**src/rtl/core/first_fit_free_list_allocator_unit_defines.svh**
```systemverilog
// assertion macros for the first-fit free list allocator
// used by ffal_ctrl under rtl/core, no other dependency
`ifndef FIRST_FIT_FREE_LIST_ALLOCATOR_UNIT_DEFINES_SVH
`define FIRST_FIT_FREE_LIST_ALLOCATOR_UNIT_DEFINES_SVH
`ifndef SYNTHESIS
`define FFAL_ASSERT_ALWAYS(lbl, clk, rst, cond, msg) \
   lbl: assert property (@(posedge clk) disable iff (rst) (cond)) else $error(msg);
`define FFAL_ASSERT_IMPLY(lbl, clk, rst, ante, cons, msg) \
   lbl: assert property (@(posedge clk) disable iff (rst) (ante) |-> (cons)) else $error(msg);
`else
`define FFAL_ASSERT_ALWAYS(lbl, clk, rst, cond, msg)
`define FFAL_ASSERT_IMPLY(lbl, clk, rst, ante, cons, msg)
`endif
`endif

```
**src/rtl/core/ffal_ram.sv**
```systemverilog
// generic single write port, single read port ram with registered read
// no dependencies
module ffal_ram #(
   parameter int WIDTH = 8,
   parameter int DEPTH = 256
) (
   input  logic                     clock,
   input  logic                     we,
   input  logic [$clog2(DEPTH)-1:0] waddr,
   input  logic [WIDTH-1:0]         wdata,
   input  logic [$clog2(DEPTH)-1:0] raddr,
   output logic [WIDTH-1:0]         rdata
);

   logic [WIDTH-1:0] mem_ff [DEPTH];
   logic [WIDTH-1:0] rd_data_ff;

   always_ff @(posedge clock) begin
      if (we) begin
         mem_ff[waddr] <= wdata;
      end
      rd_data_ff <= mem_ff[raddr];
   end

   assign rdata = rd_data_ff;

endmodule

```
**config.mk**
```make
export PLATFORM = sky130hd
export DESIGN_NAME = ffal_ram
export DESIGN_NICKNAME = d
export VERILOG_FILES = /design/src/rtl/core/first_fit_free_list_allocator_unit_defines.svh /design/src/rtl/core/ffal_ram.sv
export SDC_FILE = /design/constraint.sdc
export NUM_CORES = 2
export LEC_CHECK = 0
export ABC_AREA = 1
export BUFFER_PORTS_ARGS = -buffer_cell sky130_fd_sc_hd__buf_2
export CAP_MARGIN = 25
export CORE_MARGIN = 1.5
export CORE_UTILIZATION = 35
export CTS_CLUSTER_SIZE = 20
export DETAILED_ROUTE_END_ITERATION = 10
export SYNTH_ARGS = -nofsm -noshare
export SYNTH_HDL_FRONTEND = slang
export SYNTH_SLANG_ARGS = --single-unit
```
**constraint.sdc**
```tcl
create_clock -name clock -period 3.6 [get_ports clock]
set_input_delay 0.18 -clock clock [delete_from_list [all_inputs] [get_ports clock]]
set_output_delay 0.18 -clock clock [all_outputs]
set_load 0.01 [all_outputs]
```
Word-level counts from Yosys, hierarchy flattened --
Memory sizes are Yosys's and may differ from the RTL's. A register that Yosys moved wholly into a read port is not among the register bits. Index checks and enable logic that the tools add are counted.
Cells by class: muxes and demuxes 2
Operators with widths (number):
- 2-to-1 mux 1 bit | 2
Word-level totals: bits in registers 0, bits in writable memories 2048, bits of input ports 26, output and inout bits 8, logic and storage cells 3, memories 1
Memories:
- mem_ff | depth 256, bits a word 8, rd ports 1, clocked after memory_dff 1, wr ports 1, RTL line ffal_ram.sv:15 | logic [WIDTH-1:0] mem_ff [DEPTH];

Logic depth before layout (Yosys ltp) --
word-level depth 2, gate-level depth with buffers 15, mapped depth without buffers 11

Worst setup path after synthesis --
Ideal clock, no wire load.
path kind input to register, start point input we, end point memory mem_ff[162][0] (enable), library setup time 370 ps, arrival 1301 ps, data required time 3230 ps, path slack 1929 ps, cell stages on the path 4, path through clkbuf_1 nand3_1 clkbuf_1 nor2_1
Between the ends: word-level cells in the longest chain between the ends 2
RTL lines:
- from (decl) | RTL line ffal_ram.sv:8 | input logic we,
- 2-to-1 mux 1 bit | RTL line ffal_ram.sv:19 | if (we) begin
- 2-to-1 mux 1 bit (not written as such) | RTL line ffal_ram.sv:20 | mem_ff[waddr] <= wdata;
- to (decl) | RTL line ffal_ram.sv:15
Every way passes these cells.

==> impl.org <==
** Finish
- The area growth from synthesis to layout is 12.6%.
- Of the cells placed in the final design, the portion with a size suffix greater than 1 is 7.49%.
- For this run, the number of standard cells in the final layout without fillers is 10320.
- Post-layout nets :: 7008
- # fillers :: 22323

** Timing
- Final worst setup slack :: 0.723 ns
- The routed design could run at a clock period as short as 2.88 ns.
- In this run the tightest slew margin relative to its limit is 29.5%.
- The worst path uses 79.9% of the clock period.
- For the pin with the worst max-slew slack, the measured transition is 1.06 ns.
- Between clock sinks in the finished design, the worst skew comes to 0.0346 ns.
- Accumulated negative setup slack :: 0 ns
- Unrepaired setup endpoints after global routing :: no
- The number of hold violations in the final report came to 0.
- Setup violations remaining at the end of the flow were counted as 0.
- Fmax :: 348 MHz
- The final-report max-slew violation count came to 0.

** Synth
- Count leader, synth :: sky130_fd_sc_hd__nand2_1
- After synthesis, the largest area contributor takes up 73.7% of total cell area.
- Synthesis instantiated 14 different standard cells from the library.
- Synthesis inferred 2056 register bits.
- Most frequent cells after synthesis :: 2123 x sky130_fd_sc_hd__nand2_1, 2048 x sky130_fd_sc_hd__edfxtp_1, 2019 x sky130_fd_sc_hd__nand3_1
- Post-synth net total :: 7029
- Number of enable flip-flop cells after synthesis :: 2048
- Among all flip-flop cells after synthesis, the most frequent one is sky130_fd_sc_hd__edfxtp_1.
- Synthesized area per cell :: 11.9 um2
- The synthesized netlist occupies a cell area of 83400 um2.
- Async set-reset flop share out of synthesis :: 0%
- Sorting the synthesized cells by area gives the leading types as sky130_fd_sc_hd__edfxtp_1 74%, sky130_fd_sc_hd__nand3_1 12%, sky130_fd_sc_hd__nand2_1 9.6%.
- Cells after synthesis :: 7003
- The Yosys step of the flow raised 0 warnings.
- Post-synthesis sequential area ratio :: 73.9%
- The synthesized design spends more area on one cell type than any other, namely sky130_fd_sc_hd__edfxtp_1.

** Power and ir drop
- Internal power comes to 38.4 mW.
- Proportion of power drawn by the clock network :: 40.6%
- The worst-case IR drop observed on VDD is 0.527 mV.
- Total power divided by cell area :: 529 nW/um2
- Combinational cells account for 6.3% of the total power.
- Post-route total power :: 49.7 mW
- Of the total power, the share spent switching nets is 22.8%.
- For this design the total switching power over the nets is 11.3 mW.
- Sequential Power Share :: 53.1%
- In this run the static leakage power is 32.2 nW.

** Run status
- The flow ran to the end, and the final reports show no timing, DRC or antenna violations.

** Drt
- For this run, design rule violations remaining after detail routing come to 0.
- Wires add up to 237 mm.
- After detailed routing, the average wire length per cell comes to 23.0 um.
- Before antenna repair, the detailed router went through 7 iterations.
- In this run the top signal layer used is met5.
- The routed layout has 54413 vias.
- Post-DRT Antenna Nets :: 0
- First-iteration detailed-routing DRC count :: 5997
- Via count normalized by instance count :: 5.27
- The detailed router put a total of 97.1 mm of wire on met1.
- Summed over all nets, wire length on met2 after detailed routing comes to 111 mm.
- Wire segments on met3 add up to 18.4 mm in the final route.

** Die
- After floorplanning, the core was sized to cover 237000 um2.
- For this design the top-level I/O count stands at 34.
- X dimension of the die :: 491 um
- Total die area :: 241000 um2
- The die is 491 um tall.
- The initial utilization of the core area, before any placement, comes to 35.1%.
- Core Rows :: 179

** Worst setup path
- Critical-path cell with the highest stage delay :: sky130_fd_sc_hd__dlygate4sd3_1
- Data on the critical path arrives at its endpoint at 3.68 ns.
- Worst-path maximum fanout :: 163
- STA classifies the critical path startpoint as a primary input.
- Required time at the endpoint of the critical path :: 4.40 ns
- Crit path top cell by count :: sky130_fd_sc_hd__nand3_1
- Critical path capture point type :: flop
- The number of cells on the worst reg-to-reg path is 11.
- List of cells traversed by the critical path :: buf_8 -> inv_16 -> buf_12 -> nand2_1 -> nand3_1 -> nand3_1 -> nand3_1 -> nand3_1 -> nand3_1 -> nand3_1 -> nand2_1 -> nand2_1 -> dlygate4sd3_1 -> nand2_1
- Category of the critical setup timing path :: in2reg
- Worst path max stage delay :: 0.57 ns

** Place
- Once placement completed, the tool counted placed cells totaling 9943.
- Post-DP HPWL :: 135 mm
- Setup WS pre-CTS :: 0.489 ns
- Weighted congestion at the end of routability-driven global placement :: 0.892
- Input and output buffers added on the ports amount to 33.

** Clocking
- Sink count of the clock tree :: 2056
- After clock tree synthesis, the clock-pin slew on the worst setup and hold paths is 0.07 ns.
- Number of resized instances in the post-cts repair step :: 0
- CTS Buf Count :: 191
- Clock latency at the later pin of the worst-skew pair :: 0.85 ns
- Clock root cell :: sky130_fd_sc_hd__clkbuf_16
- CTS Buffer Depth :: 3
- H-tree lvl count :: 4
- TritonCTS built the clock tree.
- Buffers added to address setup during post-CTS repair amount to 0.

** GRT
- The initial antenna violation count was 7.
- Remaining global-route overflow :: 0
- All-layer global routing usage :: 19.2%
- First-pass GRT wire length :: 349 mm
- Maximum number of pins on one net before global-route repair :: 164
- The number of global-route vias before repair was 52503.

** Min path
- Worst hold path class :: in2reg
- The worst hold path was traced through 7 stages.

** Flow run
- Max-cap violations in this run came to 0.
[cell usage in the layout, fill, tap and decap left out]
| cell type | instances |
|---|---|
| sky130_fd_sc_hd__nand2_1 | 2120 |
| sky130_fd_sc_hd__edfxtp_1 | 2048 |
| sky130_fd_sc_hd__nand3_1 | 2019 |
| sky130_fd_sc_hd__nor2_1 | 283 |
| sky130_fd_sc_hd__clkbuf_16 | 197 |
| sky130_fd_sc_hd__buf_4 | 171 |
| sky130_fd_sc_hd__buf_12 | 55 |
| sky130_fd_sc_hd__clkinv_1 | 52 |
| sky130_fd_sc_hd__clkinv_2 | 40 |
| sky130_fd_sc_hd__clkbuf_1 | 35 |
| sky130_fd_sc_hd__inv_1 | 34 |
| sky130_fd_sc_hd__buf_2 | 21 |
| sky130_fd_sc_hd__bufinv_16 | 17 |
| sky130_fd_sc_hd__dlygate4sd3_1 | 11 |
| sky130_fd_sc_hd__buf_8 | 11 |
| sky130_fd_sc_hd__diode_2 | 8 |
| sky130_fd_sc_hd__dfxtp_1 | 8 |
| sky130_fd_sc_hd__inv_16 | 4 |
| sky130_fd_sc_hd__clkinv_8 | 4 |
| sky130_fd_sc_hd__clkinvlp_4 | 4 |
| sky130_fd_sc_hd__nand2_2 | 3 |
| sky130_fd_sc_hd__inv_6 | 3 |
| sky130_fd_sc_hd__inv_8 | 2 |
| sky130_fd_sc_hd__inv_4 | 1 |
| sky130_fd_sc_hd__inv_2 | 1 |
| sky130_fd_sc_hd__clkinv_4 | 1 |
[per-layer routing]
layer | track usage (%) | up-vias
li1 | - | 24821
met1 | 26.1 | 26793
met2 | 30.6 | 2359
met3 | 3.04 | 434
met4 | 8.37 | 6
met5 | 0 | -
[power groups by stage]
stage                     clock [mW]  sequential [mW]  combinational, mW
final                           20.2             26.4               3.13
after global placement             0             26.9               3.07
after global routing            21.2             26.4               3.35
after CTS                       20.4             26.4               3.11
after detailed placement           0             26.9               3.09
after floorplan                    0             26.9               1.63
[cell families after synthesis]
family | Yosys count | share of synthesized area, %
buf+inv | 522 | 3.12
flops | 2056 | 73.9
simple gates | 4425 | 22.9
[flip-flops by register name, indices dropped and copies added (netlist names)]
register and count:
rdata 8, mem_ff 2048
[path summary, 6_finish.rpt]
check / start / endpoint / slack [ns]
max reg2reg: mem_ff[141][5] / rdata[5] / 1.20
max: raddr[0] / rdata[5] / 0.72
min reg2reg: mem_ff[28][5] / rdata[5] / 0.97
min: raddr[5] / rdata[2] / 0.18
[cell type report]
type / count / area, um2 / area share [%]
inverter: 39 / 180 / 0.192
sequential: 2056 / 61700 / 65.7
antenna: 8 / 20.0 / 0.0213
clock buffer: 232 / 5060 / 5.39
timing repair buffer: 269 / 2770 / 2.95
multi-input combinational: 4425 / 19100 / 20.4
clock inverter: 124 / 1100 / 1.17
tap: 3167 / 3960 / 4.22
[stage by stage]
step	util (%)	cell area, um2	hold WS (ns)
2_1_floorplan	-	83400	0.279
3_3_place_gp	36.9	87600	0.617
3_5_place_dp	36.9	87600	0.612
4_1_cts	39.5	93900	0.100
5_1_grt	39.5	93900	0.222
6_report	39.5	93900	0.175
[critical path: cells and delay by family]
family,cells,cell delay [ns]
buf+inv,4,1.57
simple gates,10,1.49
[timing repair]
| action | CTS | global route |
|---|---|---|
| setup endpoints to repair | 0 | 0 |
| hold endpoints to repair | 660 | 0 |
| hold buffers | 11 | 0 |
(Power assumes the default switching activity.)
