## src/rtl/core/first_fit_free_list_allocator_unit_defines.svh

```systemverilog
// assertion macros for the first-fit free list allocator
// used by ffal_ctrl under rtl/core, no other dependency
`ifndef FIRST_FIT_FREE_LIST_ALLOCATOR_UNIT_DEFINES_SVH
`define FIRST_FIT_FREE_LIST_ALLOCATOR_UNIT_DEFINES_SVH
`ifndef SYNTHESIS
`define FFAL_ASSERT_ALWAYS(lbl, clk, rst, cond, msg) \
   lbl: assert property (@(posedge clk) disable iff (rst) (cond)) else $error(msg);
`define FFAL_ASSERT_IMPLY(lbl, clk, rst, ante, cons, msg) \
   lbl: assert property (@(posedge clk) disable iff (rst) (ante) |-> (cons)) else $error(msg);
`else
`define FFAL_ASSERT_ALWAYS(lbl, clk, rst, cond, msg)
`define FFAL_ASSERT_IMPLY(lbl, clk, rst, ante, cons, msg)
`endif
`endif

```

## src/rtl/core/ffal_pkg.sv

```systemverilog
// shared types and constants of the first-fit free list allocator
// no dependencies
package ffal_pkg;

   localparam int HEAP_UNITS     = 65536;
   localparam int ADDR_W         = 16;
   localparam int UNIT_BYTES     = 16;
   localparam int UNIT_SHIFT     = 4;
   localparam int SIZE_W         = 17;
   localparam int BYTES_W        = 21;
   localparam int NEED_W         = 18;
   localparam int GROW_W         = 16;
   localparam int BREAK_W        = 17;
   localparam int STEP_W         = 18;
   localparam int WALK_LIMIT     = 2 * HEAP_UNITS + 8;
   localparam int GROW_MIN_RESET = 4096;
   localparam int ENTRY_W        = ADDR_W + SIZE_W;

   localparam logic CMD_ALLOC  = 1'b0;
   localparam logic CMD_FREE   = 1'b1;
   localparam logic STATUS_OK  = 1'b0;
   localparam logic STATUS_OOM = 1'b1;

   typedef struct packed {
      logic [ADDR_W-1:0] link;
      logic [SIZE_W-1:0] size;
   } entry_type;

   typedef struct packed {
      logic              we;
      logic [ADDR_W-1:0] waddr;
      entry_type         wdata;
      logic [ADDR_W-1:0] raddr;
   } mem_req_type;

   typedef struct packed {
      logic              valid;
      logic [ADDR_W-1:0] addr;
      logic              status;
   } result_type;

endpackage

```

## src/rtl/core/ffal_ctrl.sv

```systemverilog
// sequencer: allocate walk, heap growth and address-ordered insert with merge
// depends on ffal_pkg and the assertion macro header
`include "first_fit_free_list_allocator_unit_defines.svh"
module ffal_ctrl (
   input  logic                           clock,
   input  logic                           reset,
   input  logic                           req_valid,
   output logic                           req_ready,
   input  logic                           req_command,
   input  logic [ffal_pkg::BYTES_W-1:0]   req_request_bytes,
   input  logic [ffal_pkg::ADDR_W-1:0]    req_block_address,
   input  logic [ffal_pkg::GROW_W-1:0]    grow_min_units,
   output ffal_pkg::mem_req_type          mem_req,
   input  ffal_pkg::entry_type            mem_rdata,
   input  logic                           out_free,
   output ffal_pkg::result_type           done
);

   typedef enum logic [3:0] {
      ST_IDLE, ST_A_ROOT, ST_A_ROOTD, ST_A_CHK, ST_A_SPLIT, ST_G_HP, ST_F_BP,
      ST_INS_START, ST_INS_WALK, ST_INS_NX, ST_INS_P, ST_G_RESUME, ST_RESP
   } state_type;

   localparam int AW = ffal_pkg::ADDR_W;
   localparam int SW = ffal_pkg::SIZE_W;

   state_type                      state_ff, state_in;
   logic                           started_ff, started_in;
   logic [AW-1:0]                  rover_ff, rover_in;
   logic [ffal_pkg::BREAK_W-1:0]   brk_ff, brk_in;
   logic [AW-1:0]                  units_ff, units_in;
   logic [AW-1:0]                  p_ff, p_in;
   logic [AW-1:0]                  prevp_ff, prevp_in;
   logic [SW-1:0]                  prev_size_ff, prev_size_in;
   logic [ffal_pkg::STEP_W-1:0]    a_steps_ff, a_steps_in;
   logic [ffal_pkg::STEP_W-1:0]    i_steps_ff, i_steps_in;
   logic [AW-1:0]                  bp_ff, bp_in;
   logic [SW-1:0]                  bp_size_ff, bp_size_in;
   logic [AW-1:0]                  nx_ff, nx_in;
   logic [SW-1:0]                  ip_size_ff, ip_size_in;
   logic [AW-1:0]                  bpl_ff, bpl_in;
   logic [SW-1:0]                  bps_ff, bps_in;
   logic [AW-1:0]                  q_ff, q_in;
   logic                           grow_ff, grow_in;
   logic [AW-1:0]                  res_addr_ff, res_addr_in;
   logic                           res_status_ff, res_status_in;

   logic [ffal_pkg::BYTES_W:0]     bytes_up;
   logic [ffal_pkg::NEED_W-1:0]    need;
   logic [SW-1:0]                  split_size;
   logic [AW-1:0]                  nu;
   logic [ffal_pkg::BREAK_W:0]     brk_sum;
   logic [ffal_pkg::STEP_W-1:0]    a_steps_inc, i_steps_inc;
   logic                           ins_hit;
   logic [SW-1:0]                  base_size;

   always_comb begin
      bytes_up    = {1'b0, req_request_bytes} + (ffal_pkg::BYTES_W+1)'(ffal_pkg::UNIT_BYTES - 1);
      need        = ffal_pkg::NEED_W'(bytes_up >> ffal_pkg::UNIT_SHIFT) + ffal_pkg::NEED_W'(1);
      split_size  = mem_rdata.size - SW'(units_ff);
      nu          = (units_ff < grow_min_units) ? grow_min_units : units_ff;
      brk_sum     = {1'b0, brk_ff} + (ffal_pkg::BREAK_W+1)'(nu);
      a_steps_inc = a_steps_ff + ffal_pkg::STEP_W'(1);
      i_steps_inc = i_steps_ff + ffal_pkg::STEP_W'(1);
      ins_hit     = ((bp_ff > p_ff) && (bp_ff < mem_rdata.link)) ||
                    ((p_ff >= mem_rdata.link) && ((bp_ff > p_ff) || (bp_ff < mem_rdata.link)));
      base_size   = (p_ff == bp_ff) ? bps_ff : ip_size_ff;
   end

   always_comb begin
      state_in      = state_ff;
      started_in    = started_ff;
      rover_in      = rover_ff;
      brk_in        = brk_ff;
      units_in      = units_ff;
      p_in          = p_ff;
      prevp_in      = prevp_ff;
      prev_size_in  = prev_size_ff;
      a_steps_in    = a_steps_ff;
      i_steps_in    = i_steps_ff;
      bp_in         = bp_ff;
      bp_size_in    = bp_size_ff;
      nx_in         = nx_ff;
      ip_size_in    = ip_size_ff;
      bpl_in        = bpl_ff;
      bps_in        = bps_ff;
      q_in          = q_ff;
      grow_in       = grow_ff;
      res_addr_in   = res_addr_ff;
      res_status_in = res_status_ff;
      mem_req       = '0;
      req_ready     = 1'b0;
      done          = '0;
      case (state_ff)
         ST_IDLE: begin
            req_ready = 1'b1;
            if (req_valid) begin
               if (req_command == ffal_pkg::CMD_ALLOC) begin
                  if (need > ffal_pkg::NEED_W'(ffal_pkg::HEAP_UNITS - 1)) begin
                     res_addr_in   = '0;
                     res_status_in = ffal_pkg::STATUS_OOM;
                     state_in      = ST_RESP;
                  end else begin
                     units_in = need[AW-1:0];
                     if (!started_ff) begin
                        mem_req.we    = 1'b1;
                        mem_req.waddr = '0;
                        mem_req.wdata = '0;
                        rover_in      = '0;
                        started_in    = 1'b1;
                     end
                     state_in = ST_A_ROOT;
                  end
               end else if (!started_ff) begin
                  res_addr_in   = '0;
                  res_status_in = ffal_pkg::STATUS_OK;
                  state_in      = ST_RESP;
               end else begin
                  bp_in         = req_block_address - AW'(1);
                  mem_req.raddr = req_block_address - AW'(1);
                  grow_in       = 1'b0;
                  state_in      = ST_F_BP;
               end
            end
         end
         ST_A_ROOT: begin
            mem_req.raddr = rover_ff;
            prevp_in      = rover_ff;
            a_steps_in    = '0;
            state_in      = ST_A_ROOTD;
         end
         ST_A_ROOTD: begin
            prev_size_in  = mem_rdata.size;
            p_in          = mem_rdata.link;
            mem_req.raddr = mem_rdata.link;
            state_in      = ST_A_CHK;
         end
         ST_A_CHK: begin
            if (mem_rdata.size >= SW'(units_ff)) begin
               rover_in      = prevp_ff;
               res_status_in = ffal_pkg::STATUS_OK;
               mem_req.we    = 1'b1;
               if (mem_rdata.size == SW'(units_ff)) begin
                  mem_req.waddr = prevp_ff;
                  mem_req.wdata = '{link: mem_rdata.link, size: prev_size_ff};
                  res_addr_in   = p_ff + AW'(1);
                  state_in      = ST_RESP;
               end else begin
                  mem_req.waddr = p_ff;
                  mem_req.wdata = '{link: mem_rdata.link, size: split_size};
                  q_in          = p_ff + split_size[AW-1:0];
                  mem_req.raddr = p_ff + split_size[AW-1:0];
                  state_in      = ST_A_SPLIT;
               end
            end else if (p_ff == rover_ff) begin
               if (brk_sum > (ffal_pkg::BREAK_W+1)'(ffal_pkg::HEAP_UNITS)) begin
                  res_addr_in   = '0;
                  res_status_in = ffal_pkg::STATUS_OOM;
                  state_in      = ST_RESP;
               end else begin
                  bp_in         = brk_ff[AW-1:0];
                  bp_size_in    = SW'(nu);
                  brk_in        = brk_sum[ffal_pkg::BREAK_W-1:0];
                  mem_req.raddr = brk_ff[AW-1:0];
                  grow_in       = 1'b1;
                  state_in      = ST_G_HP;
               end
            end else if (a_steps_inc > ffal_pkg::STEP_W'(ffal_pkg::WALK_LIMIT)) begin
               res_addr_in   = '0;
               res_status_in = ffal_pkg::STATUS_OOM;
               state_in      = ST_RESP;
            end else begin
               a_steps_in    = a_steps_inc;
               prevp_in      = p_ff;
               prev_size_in  = mem_rdata.size;
               p_in          = mem_rdata.link;
               mem_req.raddr = mem_rdata.link;
            end
         end
         ST_A_SPLIT: begin
            mem_req.we    = 1'b1;
            mem_req.waddr = q_ff;
            mem_req.wdata = '{link: mem_rdata.link, size: SW'(units_ff)};
            res_addr_in   = q_ff + AW'(1);
            state_in      = ST_RESP;
         end
         ST_G_HP: begin
            mem_req.we    = 1'b1;
            mem_req.waddr = bp_ff;
            mem_req.wdata = '{link: mem_rdata.link, size: bp_size_ff};
            state_in      = ST_INS_START;
         end
         ST_F_BP: begin
            bp_size_in = mem_rdata.size;
            state_in   = ST_INS_START;
         end
         ST_INS_START: begin
            p_in          = rover_ff;
            i_steps_in    = '0;
            mem_req.raddr = rover_ff;
            state_in      = ST_INS_WALK;
         end
         ST_INS_WALK: begin
            if (ins_hit) begin
               nx_in         = mem_rdata.link;
               ip_size_in    = mem_rdata.size;
               mem_req.raddr = mem_rdata.link;
               state_in      = ST_INS_NX;
            end else if (i_steps_inc > ffal_pkg::STEP_W'(ffal_pkg::WALK_LIMIT)) begin
               res_addr_in   = '0;
               res_status_in = grow_ff ? ffal_pkg::STATUS_OOM : ffal_pkg::STATUS_OK;
               state_in      = ST_RESP;
            end else begin
               i_steps_in    = i_steps_inc;
               p_in          = mem_rdata.link;
               mem_req.raddr = mem_rdata.link;
            end
         end
         ST_INS_NX: begin
            if (({1'b0, bp_ff} + (AW+1)'(bp_size_ff)) == (AW+1)'(nx_ff)) begin
               bpl_in = mem_rdata.link;
               bps_in = bp_size_ff + mem_rdata.size;
            end else begin
               bpl_in = nx_ff;
               bps_in = bp_size_ff;
            end
            mem_req.we    = 1'b1;
            mem_req.waddr = bp_ff;
            mem_req.wdata = '{link: bpl_in, size: bps_in};
            state_in      = ST_INS_P;
         end
         ST_INS_P: begin
            mem_req.we    = 1'b1;
            mem_req.waddr = p_ff;
            if (((SW+1)'(p_ff) + (SW+1)'(base_size)) == (SW+1)'(bp_ff)) begin
               mem_req.wdata = '{link: bpl_ff, size: base_size + bps_ff};
            end else begin
               mem_req.wdata = '{link: bp_ff, size: base_size};
            end
            rover_in = p_ff;
            if (grow_ff) begin
               state_in = ST_G_RESUME;
            end else begin
               res_addr_in   = '0;
               res_status_in = ffal_pkg::STATUS_OK;
               state_in      = ST_RESP;
            end
         end
         ST_G_RESUME: begin
            if (a_steps_inc > ffal_pkg::STEP_W'(ffal_pkg::WALK_LIMIT)) begin
               res_addr_in   = '0;
               res_status_in = ffal_pkg::STATUS_OOM;
               state_in      = ST_RESP;
            end else begin
               a_steps_in    = a_steps_inc;
               prevp_in      = rover_ff;
               mem_req.raddr = rover_ff;
               state_in      = ST_A_ROOTD;
            end
         end
         ST_RESP: begin
            done.valid  = 1'b1;
            done.addr   = res_addr_ff;
            done.status = res_status_ff;
            if (out_free) begin
               state_in = ST_IDLE;
            end
         end
         default: begin
            state_in = ST_IDLE;
         end
      endcase
   end

   always_ff @(posedge clock) begin
      if (reset) begin
         state_ff   <= ST_IDLE;
         started_ff <= 1'b0;
         rover_ff   <= '0;
         brk_ff     <= ffal_pkg::BREAK_W'(1);
      end else begin
         state_ff   <= state_in;
         started_ff <= started_in;
         rover_ff   <= rover_in;
         brk_ff     <= brk_in;
      end
      units_ff      <= units_in;
      p_ff          <= p_in;
      prevp_ff      <= prevp_in;
      prev_size_ff  <= prev_size_in;
      a_steps_ff    <= a_steps_in;
      i_steps_ff    <= i_steps_in;
      bp_ff         <= bp_in;
      bp_size_ff    <= bp_size_in;
      nx_ff         <= nx_in;
      ip_size_ff    <= ip_size_in;
      bpl_ff        <= bpl_in;
      bps_ff        <= bps_in;
      q_ff          <= q_in;
      grow_ff       <= grow_in;
      res_addr_ff   <= res_addr_in;
      res_status_ff <= res_status_in;
   end

   `FFAL_ASSERT_ALWAYS(a_brk_range, clock, reset, (brk_ff <= ffal_pkg::BREAK_W'(ffal_pkg::HEAP_UNITS)) && (brk_ff != '0), "heap break out of range")
   `FFAL_ASSERT_IMPLY(a_oom_addr, clock, reset, done.valid && (done.status == ffal_pkg::STATUS_OOM), done.addr == '0, "out of memory with nonzero address")
   `FFAL_ASSERT_IMPLY(a_busy_no_req, clock, reset, done.valid, !req_ready, "request taken while result pending")
   `FFAL_ASSERT_IMPLY(a_walk_started, clock, reset, (state_ff == ST_A_CHK) || (state_ff == ST_INS_WALK), started_ff, "list walk before sentinel setup")

endmodule

```

## config.mk

```make
export PLATFORM = sky130hd
export DESIGN_NAME = ffal_ctrl
export DESIGN_NICKNAME = d
export VERILOG_FILES = /design/src/rtl/core/ffal_pkg.sv /design/src/rtl/core/ffal_ctrl.sv
export VERILOG_INCLUDE_DIRS = /design/src /design/src/rtl/core
export SDC_FILE = /design/constraint.sdc
export NUM_CORES = 1
export LEC_CHECK = 0
export ABC_CLOCK_PERIOD_IN_PS = 8640
export BUFFER_PORTS_ARGS = -buffer_cell sky130_fd_sc_hd__buf_2
export CAP_MARGIN = 20
export CELL_PAD_IN_SITES_DETAIL_PLACEMENT = 1
export CELL_PAD_IN_SITES_GLOBAL_PLACEMENT = 1
export CORE_ASPECT_RATIO = 1.4
export CORE_MARGIN = 4
export CORE_UTILIZATION = 48
export CTS_CLUSTER_SIZE = 14
export DETAILED_ROUTE_END_ITERATION = 8
export PLACE_DENSITY_LB_ADDON = 0.3
export SLEW_MARGIN = 20
export SYNTH_ARGS = -nofsm -noshare
export SYNTH_HDL_FRONTEND = slang
export SYNTH_SLANG_ARGS = --single-unit
```

## constraint.sdc

```tcl
create_clock -name clock -period 8.64 [get_ports clock]
set_input_delay 0.432 -clock clock [delete_from_list [all_inputs] [get_ports clock]]
set_output_delay 0.432 -clock clock [all_outputs]
set_load 0.03 [all_outputs]
```

# --- Word level (Yosys, flattened, before mapping) ---
# Cells that the tools add are included.
totals:
  ff_bits: 272
  out_inout_bits: 85
  wordCells: 231
op_classes:
  reduce_logical: 31
  n_mux: 111
  order_cmp: 9
  eq_ne: 41
  n_bitwise: 5
  addsub: 14
op_table:
  columns: ["operator", "count"]
  rows:
  - ["$mux 16", 43]
  - ["$pmux 50 s6", 1]
  - ["$mux 50", 4]
  - ["$pmux 16 s6", 2]
  - ["$mux 17", 8]
  - ["$mux 18", 6]
  - ["$pmux 16 s3", 2]
  - ["$pmux 17 s2", 2]
  - ["$mux 66", 1]
  - ["$pmux 16 s4", 1]
  - ["$add 18x1->18 const B", 3]
  - ["$pmux 18 s3", 1]
  - ["$mux 4", 13]
  - ["$mux 49", 1]
  - ["$pmux 4 s12", 1]
  - ["$gt 18x18->1 const B", 2]
  - ["$ne 2x2->1 const B", 18]
  - ["$pmux 18 s2", 1]
  - ["$add 17x17->17", 2]
  - ["$eq 17x16->1", 2]
  - ["$mux 33", 1]
  - ["$add 16x1->16 const B", 2]
  - ["$eq 16x16->1", 2]
  - ["$lt 16x16->1", 2]
  - ["other kinds (42)", 90]

# --- Logic depth before layout (Yosys ltp) ---
# Gate-level depths: netlist of the first run.
logic_depth:
  word_depth: 8
  depth_mapped: 26
  mapped_depth_nobuf: 23

# --- Worst setup path before layout of the first run ---
# OpenSTA, ideal clock, no wires.
synth_path:
  path_kind: "input port to flip-flop"
  start: "input port grow_min_units[1] in the netlist's numbering"
  end: "register res_addr_ff[0], enable pin"
  arrival_ns: 6.496
  required_ns: 8.204
  cell_stages: 25
  setup_ns: 0.436
  path_slack_ns: 1.708
  cell_sequence: "inv_1 > ha_1 > a21o_1 > a21o_1 > a21o_1 > a21oi_1 > o21ai_0 > a21oi_1 > o21bai_1 > a31o_2 > clkbuf_1 > clkbuf_1 > mux2i_1 > fa_1 > a211oi_1 > o21ai_1 > a21oi_1 > o32ai_1 > a41o_1 > o211ai_1 > o41ai_2 > and2b_1 > buf_6 > buf_6 > nor4b_1"
synth_via:
  elab_chain_cells: 6
synth_lines:
  columns: ["item", "line", "rtl"]
  rows:
  - ["from (decl)", "ffal_ctrl.sv:12", "input logic [ffal_pkg::GROW_W-1:0] grow_min_units,"]
  - ["$lt 16x16->1", "ffal_ctrl.sv:61", "nu = (units_ff < grow_min_units) ? grow_min_units : units_ff;"]
  - ["$mux 16 (*)", "ffal_ctrl.sv:61", null]
  - ["$add 17x16->18 (*)", "ffal_ctrl.sv:62", "brk_sum = {1'b0, brk_ff} + (ffal_pkg::BREAK_W+1)'(nu);"]
  - ["$gt 18x17->1 (*)", "ffal_ctrl.sv:156", "if (brk_sum > (ffal_pkg::BREAK_W+1)'(ffal_pkg::HEAP_UNITS)) begin"]
  - ["$ne 4x4->1 (no line) (*)", null, null]
  - ["$reduce_and 9->1 (no line) (*)", null, null]
  - ["to (signal assigned)", "ffal_ctrl.sv:301", "res_addr_ff <= res_addr_in;"]
  - ["to (decl)", "ffal_ctrl.sv:45", "logic [AW-1:0] res_addr_ff, res_addr_in;"]
# Mark *: on every way between the ends. The rest lies on a longest branch, timed or not.
# A chain may end at the register's enable or synchronous reset.

==> flow_summary.rst, run 1 <==
.. list-table::
   :header-rows: 1

   * - Metric
     - Value
   * - I/O Pins
     - 176
   * - Final setup violation count
     - 0
   * - Number of enable flip-flop cells after synthesis
     - 234
   * - CP max stage delay
     - 730 ps
   * - Maximum Capacitance Violations
     - 0
   * - Top FF cell, synth
     - sky130_fd_sc_hd__edfxtp_1
   * - Pre-antenna DRT Iters
     - 9
   * - Synth Area per Inst
     - 8.93 um2
   * - Detailed-route wire length per cell
     - 28.5 um
   * - Critical path, cell by cell
     - ha_1 > a21o_1 > a21o_1 > a21o_1 > a21oi_1 > o21ai_0 > a21oi_1 > o21bai_1 > a31o_2 > mux2_2 > ha_1 > fa_1 > xor2_1 > or3_1 > or4_1 > or4_1 > or3_1 > o41ai_2 > and2b_2 > a221o_1 > buf_2
   * - Worst IR Drop VDD
     - 271 uV
   * - Hold slack
     - 125 ps
   * - Leakage power figure
     - 0.0106 uW
   * - Area of the core
     - 47,900 um2
   * - DIE WIDTH
     - 194 um
   * - Fraction of registers with async set or reset after synthesis
     - 0%
   * - Clk buf depth
     - 3
   * - Clk_skew
     - 20.6 ps
   * - Final core utilization
     - 54.3%
   * - Endpoint arrival time on the critical path
     - 7630 ps
   * - Number of hold buffers added after cts
     - 0
   * - RSZ-0062 raised after global routing
     - false
   * - Tightest Hold Check Type
     - primary input to flip-flop
   * - Hold-critical path endpoint
     - ip_size_ff[2]$_DFFE_PP_
   * - CTS clock-pin slew for the worst setup and hold paths
     - 70 ps
   * - Die H
     - 268 um
   * - Worst reg2reg path startpoint
     - units_ff[1]$_DFFE_PP_
   * - Number of fillers in the final layout
     - 5,613
   * - Number of hold violations in the final report
     - 0
   * - Most frequent cells in the layout
     - 287 x sky130_fd_sc_hd__nand2_1, 239 x sky130_fd_sc_hd__nor2_1, 234 x sky130_fd_sc_hd__edfxtp_1
   * - Post-detailed-route count of antenna-violating nets
     - 0
   * - Number of distinct library cells after synthesis
     - 84
   * - Routed WL
     - 96.9 mm
   * - Worst Path Max Fanout
     - 28
   * - Pin count of the biggest net entering global routing
     - 47
   * - Global placer's final weighted congestion
     - 1.01
   * - Ratio of cells with drive above 1 in the final layout
     - 14.0%
   * - Max frequency
     - 124 MHz
   * - Path type of the worst setup path
     - flip-flop to output pin
   * - Layout area overhead
     - 12.1%
   * - Total CTS buffers
     - 31
   * - Number of slew-limit violations in the final report
     - 0
   * - Capture instance of the worst register-to-register path
     - bp_ff[2]$_DFFE_PP_
   * - CP endpoint kind
     - output pin
   * - Total number of vias
     - 22,739
   * - Required arrival time at the worst endpoint
     - 8210 ps
   * - Period Utilization, post-route
     - 93.3%
   * - Number of core rows
     - 95
   * - Buffer cell driving the clock tree root
     - sky130_fd_sc_hd__clkbuf_16
   * - Run status
     - finished, final reports clean
   * - Wire length of the first global-routing pass
     - 145 mm
   * - Sort of element at the start of the critical path
     - flip-flop
   * - Power per cell area
     - 242 nW/um2
   * - Final instance area
     - 26,000 um2
   * - Overall Global Routing Usage
     - 35.7%
   * - CTS tree
     - done
   * - Post-route total power
     - 6290 uW
   * - HPWL Detailed
     - 75.0 mm
   * - Min-Delay Path Depth
     - 1
   * - Ys Warns
     - 0
   * - Net count after synthesis
     - 2,882
   * - Number of port buffers
     - 175
   * - Via count of the first global-routing pass
     - 23,791
   * - Number of vias per cell after detailed routing
     - 6.68
   * - H-tree level count
     - 1
   * - Starting density of the core
     - 48.5%
   * - Setup total negative slack
     - 0 ps
   * - Post-route DRC violation count
     - 0
   * - Cells after Synth
     - 2,600
   * - Post-synthesis sequential area ratio
     - 33.5%
   * - R2R cell count
     - 20
   * - Most repeated library cell on the critical path
     - sky130_fd_sc_hd__a21o_1
   * - Final min period
     - 8070 ps
   * - Number of clock sinks seen by CTS
     - 272
   * - Final global-route overflow total
     - 0
   * - Worst-Skew Late Latency
     - 620 ps
   * - Post-synthesis instance area
     - 23,200 um2
   * - Leading cell type in the layout, fill and taps excluded
     - sky130_fd_sc_hd__nand2_1
   * - Relative slew slack
     - 23.4%
   * - Antenna violations before repair
     - 6
   * - Post-CTS setup buffer count
     - 0
   * - Post-CTS resize count
     - 0
   * - Seq cells post-synth
     - 272
   * - Cell with the largest stage delay on the worst path
     - sky130_fd_sc_hd__and2b_2
   * - Slew at the pin closest to its max-slew limit
     - 1150 ps
   * - Reg2Reg Setup Slack
     - 1050 ps
   * - Hold Crit Start
     - mem_rdata[2]
   * - Die area
     - 52,000 um2
   * - Violation count after the first detailed-routing iteration
     - 2,253
   * - Area post-placement
     - 24,900 um2
   * - Final net count
     - 3,028
==> critical path: cells and delay by family, from the launching register on <==
kind	cells	cell delay [ps]
AO/OA/AOI/OAI	10	2320
XOR/XNOR	1	180
adder cells (fa/ha/maj)	3	970
buffers and inverters	1	230
flip-flops	1	490
multiplexers	1	410
AND/OR/NAND/NOR	5	2400
==> layer usage <==
layer	share of wire (%)	GRT usage, %
met1	38	42.1
met2	48	61.7
met3	8.1	6.94
met4	6.6	19.5
met5	0.013	0
==> cell type report <==
type / count / area, um2 / share of cell area [%]
Sequential cell: 272 / 7790 / 29.9
Inverter: 126 / 473 / 1.82
Clock inverter: 25 / 364 / 1.40
Timing Repair Buffer: 227 / 1270 / 4.87
Tap cell: 630 / 788 / 3.03
Antenna cell: 4 / 10.0 / 0.0385
Clock buffer: 33 / 783 / 3.01
Multi-Input combinational cell: 2088 / 14600 / 55.9
==> logic make-up (layout without fill, tap and decap cells) <==
kind of cell | after synthesis | after routing | synth area share (%)
other cells | 0 | 4 | 0
buf+inv | 240 | 411 | 4.13
mux | 121 | 121 | 5.51
compound gates | 675 | 675 | 20.3
fa+ha+maj | 192 | 192 | 10.6
xor+xnor | 217 | 217 | 8.25
flops | 272 | 272 | 33.5
simple gates | 883 | 883 | 17.7
==> Yosys cell counts (42+ instances only) <==
cell type / count / area, um2
sky130_fd_sc_hd__o21ai_0: 141 / 706
sky130_fd_sc_hd__mux2_2: 54 / 608
sky130_fd_sc_hd__nand2_1: 289 / 1080
sky130_fd_sc_hd__xor2_1: 92 / 806
sky130_fd_sc_hd__a21oi_1: 142 / 711
sky130_fd_sc_hd__a21o_1: 42 / 315
sky130_fd_sc_hd__inv_1: 125 / 469
sky130_fd_sc_hd__xnor2_1: 124 / 1090
sky130_fd_sc_hd__mux2i_1: 67 / 671
sky130_fd_sc_hd__edfxtp_1: 234 / 7030
sky130_fd_sc_hd__nand3_1: 64 / 320
sky130_fd_sc_hd__nor2_1: 241 / 905
sky130_fd_sc_hd__and3_1: 44 / 275
sky130_fd_sc_hd__ha_1: 184 / 2300
sky130_fd_sc_hd__a221o_1: 49 / 490
sky130_fd_sc_hd__clkbuf_1: 98 / 368
sky130_fd_sc_hd__nor3_1: 56 / 280
==> power breakdown <==
part / internal, uW / switching (uW) / total (uW) / leakage, uW
logic: 954 / 1890 / 2850 / 0.00757
clock network: 905 / 621 / 1530 / 0.000567
registers: 1720 / 203 / 1920 / 0.00245
total: 3580 / 2720 / 6290 / 0.0106
==> sequential cells by signal, summed over array words and instances (netlist names), 17 cells and up <==
| signal | count |
|---|---|
| brk_ff | 17 |
| ip_size_ff | 17 |
| a_steps_ff | 18 |
| prev_size_ff | 17 |
| bps_ff | 17 |
| bp_size_ff | 17 |
| i_steps_ff | 18 |
==> per-stage QoR <==
stage                     instances  worst slack [ps]
after floorplan                2600              1710
after global placement         3343              1290
after detailed placement       3343              1020
after CTS                      3401               589
after global routing           3401               215
final                          3405               575
==> worst max path at each step <==
stage                           from                  endpoint  slack (ps)  cells past startpoint
6_report       units_ff[1]$_DFFE_PP_               mem_req[15]         570                     21
3_3_place_gp       grow_min_units[1]       bp_ff[11]$_DFFE_PP_        1290                     22
3_5_place_dp       grow_min_units[1]       bp_ff[10]$_DFFE_PP_        1020                     22
5_1_grt           p_ff[15]$_DFFE_PP_               mem_req[39]         220                     20
2_1_floorplan      grow_min_units[1]  res_addr_ff[0]$_DFFE_PP_        1710                     25
4_1_cts        units_ff[1]$_DFFE_PP_               mem_req[15]         590                     21
No activity file was read; power rests on OpenSTA's default activity.
==> run 2: changes to the inputs <==
- ABC_CLOCK_PERIOD_IN_PS: 8640 -> 9800
- CORE_MARGIN: 4 -> unset
- CORE_UTILIZATION: 48 -> 52
- SKIP_LAST_GASP: unset -> 1
- clock period: 8.64 -> 9.8 ns (I/O delays scaled with it)
==> flow_summary.rst, run 2 (synthesis results as in run 1) <==
.. list-table::
   :header-rows: 1

   * - Metric
     - Value
   * - Clock network fraction of total power
     - 21.9% (-2.3 points)
   * - Number of port buffers
     - 175 (unchanged)
   * - DIE WIDTH
     - 181 um (-6.9%)
   * - Clk_skew
     - 37.5 ps (+16.9 ps)
   * - Post-route DRC violation count
     - 2 (+2)
   * - Setup total negative slack
     - 0 ps (unchanged)
   * - Maximum Capacitance Violations
     - 0 (unchanged)
   * - CP endpoint kind
     - output pin
   * - Most frequent cells in the layout
     - 287 x sky130_fd_sc_hd__nand2_1, 239 x sky130_fd_sc_hd__nor2_1, 234 x sky130_fd_sc_hd__edfxtp_1
   * - Number of clock sinks seen by CTS
     - 272 (unchanged)
   * - Pre-antenna DRT Iters
     - 9 (unchanged)
   * - Number of core rows
     - 91 (-4.2%)
   * - Post-CTS setup buffer count
     - 0 (unchanged)
   * - Sort of element at the start of the critical path
     - flip-flop
   * - Period Utilization, post-route
     - 85.7%
   * - Sequential cell fraction of total power
     - 31.4% (+0.9 points)
   * - Via count of the first global-routing pass
     - 23,097 (-2.9%)
   * - Required arrival time at the worst endpoint
     - 9310 ps (+1100 ps)
   * - Comb pwr share
     - 46.8% (+1.6 points)
   * - Clk buf depth
     - 3 (unchanged)
   * - CTS tree
     - done
   * - Layout area overhead
     - 11.1%
   * - Die area
     - 45,500 um2 (-12%)
   * - Final min period
     - 8400 ps
   * - Post-route total power
     - 5470 uW (-13%)
   * - Tightest Hold Check Type
     - primary input to flip-flop
   * - R2R cell count
     - 21 (+5.0%)
   * - Relative slew slack
     - 24.4% (+0.97 points)
   * - Number of fillers in the final layout
     - 5,153 (-8.2%)
   * - Wire length of the first global-routing pass
     - 143 mm (-1.4%)
   * - Worst Setup Slack, final
     - 1400 ps (+830 ps)
   * - Total area of multi-input combinational cells
     - 14,500 um2 (about the same)
   * - HPWL Detailed
     - 73.9 mm (-1.4%)
   * - H-tree level count
     - 1 (unchanged)
   * - Routed WL
     - 96.3 mm (-0.60%)
   * - Worst Path Max Fanout
     - 35 (+25%)
   * - Slew at the pin closest to its max-slew limit
     - 1130 ps (-14.5 ps)
   * - Violations in the final reports
     - DRC
   * - Post-detailed-route count of antenna-violating nets
     - 0 (unchanged)
   * - Antenna violations before repair
     - 4 (-2)
   * - I/O Pins
     - 176 (unchanged)
   * - Violation count after the first detailed-routing iteration
     - 2,268 (+0.67%)
   * - Number of slew-limit violations in the final report
     - 0 (unchanged)
   * - RSZ-0062 raised after global routing
     - false
   * - Min-Delay Path Depth
     - 1 (unchanged)
   * - Path type of the worst setup path
     - flip-flop to output pin
   * - Number of hold violations in the final report
     - 0 (unchanged)
   * - Minimum setup slack after placement
     - 2080 ps (+1060 ps)
   * - Global placer's final weighted congestion
     - 1.01 (+0.62%)
   * - Number of hold buffers added after cts
     - 0 (unchanged)
   * - Reg2Reg Setup Slack
     - 2180 ps (+1130 ps)
   * - Die H
     - 252 um (-6.0%)
   * - Worst-Skew Late Latency
     - 610 ps (about the same)
   * - Post-route insts no fill
     - 3,331 (-2.2%)
   * - Switching share of power
     - 44.6% (+1.4 points)
   * - Final net count
     - 3,027 (-0.033%)
   * - Total number of vias
     - 22,840 (+0.44%)
   * - Max frequency
     - 119 MHz
   * - Detailed-route wire length per cell
     - 28.9 um (+1.6%)
   * - Pin count of the biggest net entering global routing
     - 73 (+55%)
   * - Leakage power figure
     - 0.0105 uW (-0.65%)
   * - Final setup violation count
     - 0 (unchanged)
   * - Leading cell type in the layout, fill and taps excluded
     - sky130_fd_sc_hd__nand2_1
   * - Total CTS buffers
     - 30 (-3.2%)
   * - Buffer cell driving the clock tree root
     - sky130_fd_sc_hd__clkbuf_16
   * - Final global-route overflow total
     - 0 (unchanged)
   * - Cell Int Power
     - 3030 uW (-15%)
   * - Ratio of cells with drive above 1 in the final layout
     - 13.8% (-0.21 points)
   * - Number of vias per cell after detailed routing
     - 6.86 (+2.7%)
   * - Post-CTS resize count
     - 0 (unchanged)
   * - Area of the core
     - 44,100 um2 (-8.0%)
   * - Run status
     - complete, but fails checks
   * - Starting density of the core
     - 52.7% (+4.2 points)
   * - CTS clock-pin slew for the worst setup and hold paths
     - 70 ps (about the same)
   * - Dpl cells
     - 3,270 (-2.2%)
   * - Worst IR Drop VDD
     - 153 uV (-44%)
   * - Power per cell area
     - 212 nW/um2 (-12%)
   * - Final core utilization
     - 58.6% (+4.2 points)
   * - Endpoint arrival time on the critical path
     - 7910 ps (+280 ps)
   * - Largest registers
     - a_steps_ff: 18 flops, i_steps_ff: 18 flops
   * - Psw
     - 2440 uW (-10%)
   * - Flip-flop and latch area
     - 7790 um2 (unchanged)
   * - Overall Global Routing Usage
     - 41.6% (+6.0 points)
[run 2: metrics by stage]
step / area [um2] / hold slack [ps]
final: 25800 / 188
after global routing: 25800 / 196
after CTS: 25800 / 177
after detailed placement: 24800 / 526
after global placement: 24800 / 508
after floorplan: 23200 / 485
[run 2: path summary, 6_finish.rpt]
| kind | start | endpoint |
|---|---|---|
| max | p_ff[8]$_DFFE_PP_ | mem_req[21] |
| min | mem_rdata[15] | prev_size_ff[15]$_DFFE_PP_ |
| max reg2reg | units_ff[1]$_DFFE_PP_ | bp_size_ff[16]$_SDFFCE_PN0P_ |
| min reg2reg | started_ff$_SDFFE_PP0P_ | started_ff$_SDFFE_PP0P_ |
[run 2: power by group through the flow]
stage	registers [uW]	logic, uW	clock network, uW
floorplan	1640	1640	0
global placement	1710	2360	0
detailed placement	1730	2450	0
CTS	1700	2470	1200
global route	1730	2700	1230
finish	1720	2560	1200
[run 2: critical path: stages, from the launching register on]
cell	delay, ps
sky130_fd_sc_hd__edfxtp_1	770
sky130_fd_sc_hd__inv_1	260
sky130_fd_sc_hd__ha_1	350
sky130_fd_sc_hd__nand4_1	90
sky130_fd_sc_hd__or2_2	330
sky130_fd_sc_hd__or4_1	950
sky130_fd_sc_hd__a21oi_1	560
sky130_fd_sc_hd__inv_1	140
sky130_fd_sc_hd__ha_1	300
sky130_fd_sc_hd__a211o_1	330
sky130_fd_sc_hd__a31oi_1	210
sky130_fd_sc_hd__xnor2_1	110
sky130_fd_sc_hd__nor4_1	350
sky130_fd_sc_hd__nand4_1	140
sky130_fd_sc_hd__or4_1	530
sky130_fd_sc_hd__a21oi_4	340
sky130_fd_sc_hd__buf_4	510
sky130_fd_sc_hd__mux2_2	400
sky130_fd_sc_hd__a221o_1	390
sky130_fd_sc_hd__buf_2	200
[run 2: final cells by class]
| cell class | instances | share of cell area (%) |
|---|---|---|
| antenna | 4 | 0.0388 |
| clock buffer | 46 | 3.57 |
| clock inverter | 10 | 0.383 |
| inverter | 126 | 1.83 |
| multi-input combinational | 2088 | 56.4 |
| sequential | 272 | 30.2 |
| tap | 558 | 2.71 |
| timing repair buffer | 227 | 4.91 |
[run 2: layer usage]
layer  share of wire, %  vias up  track usage (%)
li1                   -    10045                -
met1                 37    11202             49.6
met2                 46     1258             68.4
met3                9.2      335             7.53
met4                7.9        0             28.8
met5                  0        -                0
